## src/rtl/core/agc_pkg.sv

```systemverilog
`timescale 1ns / 1ps
`default_nettype none

package agc_pkg;

    localparam int SAMPLE_W  = 16;
    localparam int COEF_W    = 15;
    localparam int GAIN_W    = 32;
    localparam int CFG_IDX_W = 3;

    // Gain is Q10 in the upper half; the product needs 15 - 10 more bits of
    // shift plus one for the fractional multiply.
    localparam int GAIN_FRAC_BITS = 10;
    localparam int PROD_SHIFT     = 15 - GAIN_FRAC_BITS + 1;

    localparam logic signed [GAIN_W-1:0] GAIN_RESET = 32'sh0400_0000;
    localparam logic signed [GAIN_W-1:0] MAX32      = 32'sh7FFF_FFFF;
    localparam logic signed [GAIN_W-1:0] MIN32      = 32'sh8000_0000;
    localparam logic signed [SAMPLE_W-1:0] MIN16    = 16'sh8000;
    localparam logic [COEF_W-1:0] MAX15             = 15'h7FFF;

    // Register indexes on the configuration port
    localparam logic [CFG_IDX_W-1:0] CFG_ATTACK_COEF  = 3'd0;
    localparam logic [CFG_IDX_W-1:0] CFG_RELEASE_COEF = 3'd1;
    localparam logic [CFG_IDX_W-1:0] CFG_TARGET_LEVEL = 3'd2;
    localparam logic [CFG_IDX_W-1:0] CFG_MAX_GAIN     = 3'd3;
    localparam logic [CFG_IDX_W-1:0] CFG_MIN_GAIN     = 3'd4;

    localparam logic [COEF_W-1:0] ATTACK_COEF_RST  = 15'd32440;
    localparam logic [COEF_W-1:0] RELEASE_COEF_RST = 15'd64;
    localparam logic [COEF_W-1:0] TARGET_LEVEL_RST = 15'd16384;
    localparam logic [COEF_W-1:0] MAX_GAIN_RST     = 15'd32767;
    localparam logic [COEF_W-1:0] MIN_GAIN_RST     = 15'd0;

    typedef struct packed {
        logic [COEF_W-1:0] attack_coef;
        logic [COEF_W-1:0] release_coef;
        logic [COEF_W-1:0] target_level;
        logic [COEF_W-1:0] max_gain;
        logic [COEF_W-1:0] min_gain;
    } t_cfg;

    // Saturate a 33-bit signed value to 32 bits.
    function automatic logic signed [GAIN_W-1:0] sat33(input logic signed [GAIN_W:0] v);
        logic signed [GAIN_W-1:0] r;
        if (v[GAIN_W] != v[GAIN_W-1]) begin
            r = v[GAIN_W] ? MIN32 : MAX32;
        end else begin
            r = v[GAIN_W-1:0];
        end
        return r;
    endfunction

    // Add half an LSB of the upper half with saturation, keep the upper half.
    function automatic logic signed [SAMPLE_W-1:0] round_h(input logic signed [GAIN_W-1:0] v);
        logic signed [GAIN_W:0] s;
        logic signed [GAIN_W-1:0] t;
        s = {v[GAIN_W-1], v} + 33'sd32768;
        t = sat33(s);
        return t[GAIN_W-1:SAMPLE_W];
    endfunction

endpackage

`default_nettype wire

```

## src/rtl/core/agc_sample_path.sv

```systemverilog
`timescale 1ns / 1ps
`default_nettype none

module agc_sample_path (
    input  wire logic signed [agc_pkg::SAMPLE_W-1:0] i_sample,
    input  wire logic signed [agc_pkg::SAMPLE_W-1:0] i_gain_hi,
    input  wire logic        [agc_pkg::COEF_W-1:0]   i_target_level,
    output logic signed      [agc_pkg::SAMPLE_W-1:0] o_sample,
    output logic                                     o_overshoot
);
    import agc_pkg::*;

    localparam int WIDE_W = GAIN_W + PROD_SHIFT;

    logic signed [GAIN_W-1:0] w_prod;
    logic signed [WIDE_W-1:0] w_wide;
    logic signed [GAIN_W-1:0] w_sat;
    logic signed [SAMPLE_W-1:0] w_y;
    logic [COEF_W-1:0] w_mag;

    assign w_prod = i_sample * i_gain_hi;
    assign w_wide = {w_prod, {PROD_SHIFT{1'b0}}};

    // Saturate when the bits above bit 31 are not all sign copies.
    always_comb begin
        if (&w_wide[WIDE_W-1:GAIN_W-1] || ~|w_wide[WIDE_W-1:GAIN_W-1]) begin
            w_sat = w_wide[GAIN_W-1:0];
        end else begin
            w_sat = w_wide[WIDE_W-1] ? MIN32 : MAX32;
        end
    end

    assign w_y = round_h(w_sat);

    // Saturating magnitude: the most negative code counts as full scale.
    always_comb begin
        if (w_y == MIN16) begin
            w_mag = MAX15;
        end else if (w_y[SAMPLE_W-1]) begin
            w_mag = COEF_W'(-w_y);
        end else begin
            w_mag = w_y[COEF_W-1:0];
        end
    end

    assign o_sample    = w_y;
    assign o_overshoot = i_target_level < w_mag;

endmodule

`default_nettype wire

```

## src/rtl/core/agc_gain_update.sv

```systemverilog
`timescale 1ns / 1ps
`default_nettype none

module agc_gain_update (
    input  wire logic signed [agc_pkg::GAIN_W-1:0] i_gain,
    input  wire agc_pkg::t_cfg                     i_cfg,
    input  wire logic                              i_overshoot,
    output logic signed      [agc_pkg::GAIN_W-1:0] o_gain
);
    import agc_pkg::*;

    localparam int STEP_W = COEF_W - 2;
    localparam int REL_W  = STEP_W + COEF_W;

    logic signed [SAMPLE_W-1:0] w_rg;
    logic signed [GAIN_W-1:0]   w_att_prod;
    logic signed [GAIN_W-1:0]   w_att;
    logic signed [SAMPLE_W:0]   w_step_full;
    logic [COEF_W-1:0]          w_step_sat;
    logic [STEP_W-1:0]          w_step;
    logic [REL_W-1:0]           w_rel_prod;
    logic signed [GAIN_W:0]     w_rel_sum;
    logic signed [GAIN_W-1:0]   w_rel;
    logic signed [GAIN_W-1:0]   w_hi;
    logic signed [GAIN_W-1:0]   w_lo;
    logic signed [GAIN_W-1:0]   w_att_clamped;
    logic signed [GAIN_W-1:0]   w_rel_clamped;

    assign w_rg = round_h(i_gain);

    // Attack: scale the rounded gain by a Q15 coefficient; cannot overflow.
    assign w_att_prod = w_rg * $signed({1'b0, i_cfg.attack_coef});
    assign w_att      = {w_att_prod[GAIN_W-2:0], 1'b0};

    // Release: quarter of the distance to full scale, weighted in Q15.
    assign w_step_full = 17'sd32767 - {w_rg[SAMPLE_W-1], w_rg};
    assign w_step_sat  = (w_step_full[SAMPLE_W] | w_step_full[SAMPLE_W-1]) ? MAX15
                                                                         : w_step_full[COEF_W-1:0];
    assign w_step      = w_step_sat[COEF_W-1:2];
    assign w_rel_prod  = w_step * i_cfg.release_coef;
    assign w_rel_sum   = {i_gain[GAIN_W-1], i_gain}
                       + {{(GAIN_W-REL_W){1'b0}}, w_rel_prod, 1'b0};
    assign w_rel       = sat33(w_rel_sum);

    assign w_hi = {1'b0, i_cfg.max_gain, {SAMPLE_W{1'b0}}};
    assign w_lo = {1'b0, i_cfg.min_gain, {SAMPLE_W{1'b0}}};

    // Clamp both candidates in parallel; the lower bound wins last.
    always_comb begin
        w_att_clamped = (w_att > w_hi) ? w_hi : w_att;
        if (w_att_clamped < w_lo) begin
            w_att_clamped = w_lo;
        end
        w_rel_clamped = (w_rel > w_hi) ? w_hi : w_rel;
        if (w_rel_clamped < w_lo) begin
            w_rel_clamped = w_lo;
        end
    end

    assign o_gain = i_overshoot ? w_att_clamped : w_rel_clamped;

endmodule

`default_nettype wire

```

## src/rtl/core/audio_agc_attack_release_top.sv

```systemverilog
// Channel | Direction | Handshake                 | Payload
// input   | in        | i_in_valid / o_in_ready   | i_sample_in, i_block_end
// output  | out       | o_out_valid / i_out_ready | o_sample_out, o_block_end_out
// config  | in        | i_cfg_valid / o_cfg_ready | i_cfg_index, i_cfg_data
//
// One sample per cycle sustained while the output side accepts; a transferred sample
// passes the input register, then the result register. The gain feedback loop (multiply,
// round, compare, update, clamp) closes combinationally between input and result register.
// Reset is synchronous: control and configuration registers return to defaults and gain to unity (Q10).
// Stalls on the output back up into the input register, then into o_in_ready.
`timescale 1ns / 1ps
`default_nettype none

module audio_agc_attack_release_top (
    input  wire logic                                 i_clk,
    input  wire logic                                 i_rst_n,

    input  wire logic                                 i_in_valid,
    output logic                                      o_in_ready,
    input  wire logic signed [agc_pkg::SAMPLE_W-1:0]  i_sample_in,
    input  wire logic                                 i_block_end,

    output logic                                      o_out_valid,
    input  wire logic                                 i_out_ready,
    output logic signed      [agc_pkg::SAMPLE_W-1:0]  o_sample_out,
    output logic                                      o_block_end_out,

    input  wire logic                                 i_cfg_valid,
    output logic                                      o_cfg_ready,
    input  wire logic        [agc_pkg::CFG_IDX_W-1:0] i_cfg_index,
    input  wire logic        [agc_pkg::COEF_W-1:0]    i_cfg_data
);
    import agc_pkg::*;

    // Configuration registers
    t_cfg r_cfg;
    t_cfg n_cfg;

    // Gain state (Q10 in the upper half)
    logic signed [GAIN_W-1:0] r_gain;
    logic signed [GAIN_W-1:0] n_gain;

    // Input register
    logic                       r_in_valid;
    logic signed [SAMPLE_W-1:0] r_sample;
    logic                       r_block_end;

    // Result register
    logic                       r_out_valid;
    logic signed [SAMPLE_W-1:0] r_sample_out;
    logic                       r_block_end_out;

    logic signed [SAMPLE_W-1:0] n_sample_out;
    logic                       w_overshoot;
    logic                       w_advance;
    logic                       w_in_xfer;

    // Move the held sample forward when the result register is free or draining.
    assign w_advance  = r_in_valid && (!r_out_valid || i_out_ready);
    assign o_in_ready = !r_in_valid || !r_out_valid || i_out_ready;
    assign w_in_xfer  = i_in_valid && o_in_ready;

    assign o_cfg_ready = 1'b1;

    // Decode a configuration transfer; unknown indexes drop the write.
    always_comb begin
        n_cfg = r_cfg;
        if (i_cfg_valid) begin
            case (i_cfg_index)
                CFG_ATTACK_COEF:  n_cfg.attack_coef  = i_cfg_data;
                CFG_RELEASE_COEF: n_cfg.release_coef = i_cfg_data;
                CFG_TARGET_LEVEL: n_cfg.target_level = i_cfg_data;
                CFG_MAX_GAIN:     n_cfg.max_gain     = i_cfg_data;
                CFG_MIN_GAIN:     n_cfg.min_gain     = i_cfg_data;
                default:          n_cfg              = r_cfg;
            endcase
        end
    end

    // Scale the held sample by the current gain and flag overshoot.
    agc_sample_path u_sample_path (
        .i_sample       (r_sample),
        .i_gain_hi      (r_gain[GAIN_W-1:SAMPLE_W]),
        .i_target_level (r_cfg.target_level),
        .o_sample       (n_sample_out),
        .o_overshoot    (w_overshoot)
    );

    // Both candidate gains are formed in parallel; overshoot picks one.
    agc_gain_update u_gain_update (
        .i_gain      (r_gain),
        .i_cfg       (r_cfg),
        .i_overshoot (w_overshoot),
        .o_gain      (n_gain)
    );

    always_ff @(posedge i_clk) begin
        if (!i_rst_n) begin
            r_cfg.attack_coef  <= ATTACK_COEF_RST;
            r_cfg.release_coef <= RELEASE_COEF_RST;
            r_cfg.target_level <= TARGET_LEVEL_RST;
            r_cfg.max_gain     <= MAX_GAIN_RST;
            r_cfg.min_gain     <= MIN_GAIN_RST;
            r_gain             <= GAIN_RESET;
            r_in_valid         <= 1'b0;
            r_out_valid        <= 1'b0;
        end else begin
            r_cfg <= n_cfg;
            // Update gain only when a sample actually moves to the result register.
            if (w_advance) begin
                r_gain <= n_gain;
            end
            if (o_in_ready) begin
                r_in_valid <= i_in_valid;
            end
            if (w_advance) begin
                r_out_valid <= 1'b1;
            end else if (i_out_ready) begin
                r_out_valid <= 1'b0;
            end
        end
    end

    // Payload registers: hold while stalled, no reset.
    always_ff @(posedge i_clk) begin
        if (w_in_xfer) begin
            r_sample    <= i_sample_in;
            r_block_end <= i_block_end;
        end
        if (w_advance) begin
            r_sample_out    <= n_sample_out;
            r_block_end_out <= r_block_end;
        end
    end

    assign o_out_valid     = r_out_valid;
    assign o_sample_out    = r_sample_out;
    assign o_block_end_out = r_block_end_out;

endmodule

`default_nettype wire

```

## config.mk

```make
export PLATFORM = sky130hd
export DESIGN_NAME = audio_agc_attack_release_top
export DESIGN_NICKNAME = d
export VERILOG_FILES = /design/src/rtl/core/agc_pkg.sv /design/src/rtl/core/agc_sample_path.sv /design/src/rtl/core/agc_gain_update.sv /design/src/rtl/core/audio_agc_attack_release_top.sv
export SDC_FILE = /design/constraint.sdc
export NUM_CORES = 2
export LEC_CHECK = 0
export BUFFER_PORTS_ARGS = -buffer_cell sky130_fd_sc_hd__buf_4
export CORE_MARGIN = 5
export CORE_UTILIZATION = 40
export DETAILED_ROUTE_END_ITERATION = 8
export PLACE_DENSITY = 0.58
export SYNTH_ARGS = -nofsm -noshare
export SYNTH_HDL_FRONTEND = slang
export SYNTH_HIERARCHICAL = 1
export SYNTH_SLANG_ARGS = --single-unit
export TNS_END_PERCENT = 1
```

## constraint.sdc

```tcl
create_clock -name i_clk -period 35.3 [get_ports i_clk]
set_clock_uncertainty 0.1 [all_clocks]
set_input_delay 7.06 -clock i_clk [delete_from_list [all_inputs] [get_ports i_clk]]
set_output_delay 7.06 -clock i_clk [all_outputs]
set_load 0.1 [all_outputs]
```

## After elaboration in Yosys (flattened, before gate mapping)

Cells that the tools add are included.

| word-level totals | value |
|---|---|
| flip-flop bits (word level) | 143 |
| input bits | 40 |
| output and inout bits | 20 |
| logic and storage cells | 70 |

| operators by class | value |
|---|---|
| add/subtract/negate cells | 5 |
| multiply operators | 3 |
| order comparisons | 5 |
| equal/unequal tests | 8 |
| muxes and demuxes | 18 |
| bitwise operators | 1 |
| reduce and logical (&&, ||, !) cells | 18 |

Operators by type and width:

| kind | count |
|---|---|
| $mux 32 | 13 |
| $add 32x17->33 const B | 2 |
| $gt 32x32->1 | 2 |
| $lt 32x32->1 | 2 |
| $mux 15 | 3 |
| $add 32x30->33 | 1 |
| $mul 16x16->32 | 1 |
| $mul 16x16->31 | 1 |
| $mul 13x15->28 | 1 |
| $sub 16x16->17 const A | 1 |
| $eq 16x16->1 const B | 1 |
| $lt 15x15->1 | 1 |
| $neg 15->15 | 1 |
| $reduce_and 2->1 | 5 |
| $reduce_and 7->1 | 1 |
| $reduce_or 7->1 | 1 |
| $eq 3x2->1 const B | 2 |
| $logic_or 1x1->1 | 4 |
| $eq 3x1->1 const B | 1 |
| $eq 3x3->1 const B | 1 |
| $logic_not 1->1 | 3 |
| $logic_not 3->1 | 1 |
| $ne 1x1->1 | 3 |
| $logic_and 1x1->1 | 2 |
| other kinds (3) | 4 |

## Longest topological paths before layout

| depth | value |
|---|---|
| word-level depth | 15 |
| depth in mapped cells | 78 |
| mapped depth without buffers | 70 |

## By module

Netlist, hierarchy kept.

Modules (own cells, without submodules):

| module | instances | cells each | area an instance (µm²) | sequential area each (µm²) |
|---|---|---|---|---|
| agc_gain_update | 1 | 2,496 | 20,480.9 | 0.0 |
| agc_sample_path | 1 | 1,374 | 11,801.3 | 0.0 |
| audio_agc_attack_release_top | 1 | 480 | 4,948.5 | 3,203.1 |

## Worst setup path after synthesis

No wires, ideal clock.

| path | value |
|---|---|
| path kind | reg-to-reg |
| start point | register r_gain[17] |
| end point | register r_gain[15] |
| library setup time | 72 ps |
| arrival | 14,981 ps |
| required time | 35,128 ps |
| setup slack | 20,148 ps |
| cell stages (with the launch flop) | 74 |
| buffers on the path | 11 |
| period minus slack after synthesis | 15,152 ps |
| cells stage by stage | dfxtp_1 and4_1 and4_1 clkbuf_1 nand2_1 o21a_1 ha_1 clkbuf_1 o211ai_1 clkbuf_1 o21a_1 nand2_1 clkbuf_1 nand2_1 fa_1 fa_1 inv_1 fa_1 [38 not listed] nor2_1 a21oi_1 ha_1 a21o_1 a21o_1 a21oi_1 and3_1 o21ai_0 a21oi_1 ha_1 clkbuf_1 or2_2 nor2_4 nand2_1 buf_2 o22ai_1 nand2_1 mux2i_1 |

| on the way | value |
|---|---|
| word-level cells in the longest chain between the ends | 15 |
| elaborated cells between the ends (all ways) | 38 |
| those cells by class | 5 x add/sub; 3 x mul; 5 x order compare; 4 x eq/ne; 16 x mux; 1 x bitwise; 4 x reduce/logical |

Ends and longest elaborated chain:

| what | RTL line | RTL |
|---|---|---|
| start: declaration | audio_agc_attack_release_top.sv:40 | `logic signed [GAIN_W-1:0] r_gain;` |
| start signal: assignment | audio_agc_attack_release_top.sv:111 | `r_gain <= n_gain;` |
| $add 32x17->33 | agc_pkg.sv:58 | `s = {v[GAIN_W-1], v} + 33'sd32768;` |
| $mux 32 or $ne 1x1->1 (tied branches) | agc_pkg.sv:47, agc_pkg.sv:46 |  |
| $mux 32 | agc_pkg.sv:46 | `if (v[GAIN_W] != v[GAIN_W-1]) begin` |
| $sub 16x16->17 | agc_gain_update.sv:36 | `assign w_step_full = 17'sd32767 - {w_rg[SAMPLE_W-1], w_rg};` |
| $or 1x1->1 | agc_gain_update.sv:37 | `assign w_step_sat = (w_step_full[SAMPLE_W] \| w_step_full[SAMPLE_W-1]) ? MAX15` |
| $mux 15 | agc_gain_update.sv:37 |  |
| $mul 13x15->28 | agc_gain_update.sv:40 | `assign w_rel_prod = w_step * i_cfg.release_coef;` |
| $add 32x30->33 | agc_gain_update.sv:42 | `+ {{(GAIN_W-REL_W){1'b0}}, w_rel_prod, 1'b0};` |
| $mux 32 or $ne 1x1->1 (tied branches) | agc_pkg.sv:47, agc_pkg.sv:46 |  |
| $mux 32 | agc_pkg.sv:46 |  |
| $gt 32x32->1 | agc_gain_update.sv:54 | `w_rel_clamped = (w_rel > w_hi) ? w_hi : w_rel;` |
| $mux 32 | agc_gain_update.sv:54 |  |
| $lt 32x32->1 | agc_gain_update.sv:55 | `if (w_rel_clamped < w_lo) begin` |
| $mux 32 | agc_gain_update.sv:55 |  |
| $mux 32 (*) | agc_gain_update.sv:60 | `assign o_gain = i_overshoot ? w_att_clamped : w_rel_clamped;` |
| net n_gain[15] | audio_agc_attack_release_top.sv:41 | `logic signed [GAIN_W-1:0] n_gain;` |

Mark *: on every way through the listed nets, which the timed path passes. The rest lies on a longest branch.
A chain may end at the register's enable or synchronous reset.

## Worst setup path in the final report

| path | value |
|---|---|
| start point | register r_gain[17] |
| end point | register r_gain[26] |

The elaborated chain is that of the path after synthesis.

==> results.ini <==
[run_status]
status = completed

[finish]
drive_gt1_frac = 0.0495
final_nets = 5317
fill_cells = 9417
area_delta_synth_final_pct = 5.81
final_area_um2 = 39400

[die]
ioPinCount = 60
fp.dieArea_um2 = 99300
core_um2 = 92900
start_util = 0.401
rows = 112
die_w_um = 315
die_h_um = 315

[clocking]
cts_made_buffers = 17
cts.clk_slew.worst_paths_ns = 0.08
cts.path.max_buffers = 2
cts-hold-fix-buffers = 0
cts_sinks = 143
insertion_delay_ns = 0.50
tritoncts = built
htree_levels = 4
cts_root_buf = clkbuf_16
cts_setup_buffers = 0
cts_resized = 0

[drt]
vias = 29500
ant_nets = 0
wirelength_mm = 111
first_pass_iters = 6
wire_per_inst_um = 20.0
drt_iter0_drc = 2120
drc = 0
via_per_inst = 5.31

[critical_path]
cp.required_ns = 35.52
cpPeakStageDelay_ns = 1.01
crit_type = register to register
cp-start-kind = register
reg2reg_from = r_gain[17]
path_common_cell = ha_1
startpoint = r_gain[17]
cp-end-kind = register
arrival_ns = 19.91
critPathBufInv = 7
crit_fanout = 25
cp_slowest_cell = o21a_1
worst_path_dominant_cell_family = compound AO/OA/AOI/OAI gates

[place]
gp_congestion = 0.952
place_area_um2 = 38800
hpwl_mm = 88.7
portBuffers = 58

[flow_run]
drv_cap = 0

[global_routing]
met1_usage = 0.315
grt_usage = 0.227
first_global_vias = 30300
grt.busiest_layer = met2
met2_usage = 0.376
use_met3 = 0.0310
grt_pass1_wl_mm = 176
grt_max_degree = 83
antenna_found_initial = 2
grt-ovfl-total = 0

[sta]
fmax_mhz = 50.8
tightest_slew_ns = 1.24
drv_slew = 0
finalHoldViolCount = 0
slew_headroom = 0.175
fin_crit_sh = 0.558
setup_viol = 0
timing.final.crit_period_ns = 19.69
rsz0062_at_grt = false
tns_ns = 0

[yosys]
yosys.cell_types.count = 111
syn_nets = 5378
synth_warnings = 6
synth-seq-area-share = 0.0860
synth-async-reset-ratio = 0
synthesis.instances = 4350
synth_edf_count = 34
syn-cell-area_um2 = 37200
synth-seq-cells = 143
synth_flop_cell = dfxtp_1
yosys.area.top_type = fa_1
synthMostInstantiatedCell = inv_1
synthTopCellsByArea = fa_1, ha_1, inv_1
syn_area_per_cell_um2 = 8.56
yosysTopAreaCellShare = 0.347
synth_common_cells = inv_1, fa_1, nand2_1, ha_1, and2_1

[hold_path]
min_from = r_block_end
hold_path_class = register to register

layout make-up:
cell class / instances / area, um^2 / area share
sequential: 143 / 3200 / 0.0813
timing repair buffer: 93 / 698 / 0.0177
antenna: 1 / 2.50 / 0.0000635
multi-input combinational: 3209 / 30200 / 0.767
clock buffer: 17 / 425 / 0.0108
inverter: 825 / 3100 / 0.0786
clock inverter: 15 / 193 / 0.00489
tap: 1254 / 1570 / 0.0398
flip-flops by register name (all words and copies together) (netlist names):
signal           cells
r_gain              32
r_cfg               75
o_out_valid          1
o_sample_out        16
o_block_end_out      1
r_sample            16
r_block_end          1
r_in_valid           1
metal layers:
layer | wire [um] | up-vias | part of all wire
met4 | 3310 | 4 | 0.030
met5 | 27 | - | 0.00024
met2 | 51800 | 756 | 0.47
met3 | 5530 | 143 | 0.050
li1 | - | 13700 | -
met1 | 50200 | 14900 | 0.45
layout by cell type, fill, tap and decap left out, types with 11 or more instances in the layout:
cell type	synthesis	routed
ha_1	342	342
a31oi_1	22	22
and3_1	18	18
nand2_1	599	599
fa_1	646	646
clkbuf_16	0	17
o211ai_1	15	15
mux2i_1	38	38
nor3_1	28	28
or3_1	11	11
nand3_1	118	118
and2_1	332	332
nand2b_1	19	19
inv_1	824	824
nand4_1	32	32
or2_2	12	12
o21bai_1	12	12
xor2_1	46	46
nor2b_1	22	22
a21oi_1	136	136
edfxtp_1	34	34
o21a_1	49	49
o22ai_1	16	16
o21ai_0	147	147
a211oi_1	25	25
o21ai_1	11	11
buf_4	4	93
mux2_2	16	16
dfxtp_1	109	109
xnor2_1	87	87
a21o_1	57	57
nor2_1	140	139
worst register-to-register path, delay by kind of cell (launching register included):
kind | cells | cell delay, ns
AO/OA/AOI/OAI | 23 | 6.12
AND/OR/NAND/NOR | 21 | 5.40
adder cells (fa/ha/maj) | 12 | 5.36
buffers and inverters | 7 | 1.07
flip-flops | 1 | 0.93
XOR/XNOR | 3 | 0.52
cell families (layout without fill, tap and decap cells):
| kind of cell | after synthesis | after routing | synth area share |
|---|---|---|---|
| adders and majority gates | 988 | 988 | 0.462 |
| xor gates and xnor gates | 133 | 133 | 0.0313 |
| muxes | 61 | 61 | 0.0179 |
| buffers and inverters | 998 | 950 | 0.103 |
| other | 1 | 2 | 0.000101 |
| AOI/OAI and AO/OA | 614 | 614 | 0.111 |
| DFF | 143 | 143 | 0.0860 |
| and+or+nand+nor | 1412 | 1412 | 0.189 |
metrics by stage:
step | cells | utilization | hold WS, ns | setup slack [ns]
after floorplan | 4350 | - | 0.300 | 20.15
after global placement | 5524 | 0.417 | 0.303 | 16.65
after detailed placement | 5524 | 0.417 | 0.307 | 16.10
after CTS | 5556 | 0.424 | 0.344 | 16.03
after global routing | 5556 | 0.424 | 0.364 | 14.37
final | 5557 | 0.424 | 0.336 | 15.61
path summary, 6_finish.rpt:
kind	cells past startpoint	endpoint	slack [ns]
worst min register to register	0	o_block_end_out	0.34
worst max-delay path	66	r_gain[26]	15.61
worst min-delay path	0	o_block_end_out	0.34
worst max register to register	66	r_gain[26]	15.61
Power is not shown: default switching activity piles up to over one toggle a cycle in this logic, so the estimate is an artifact.
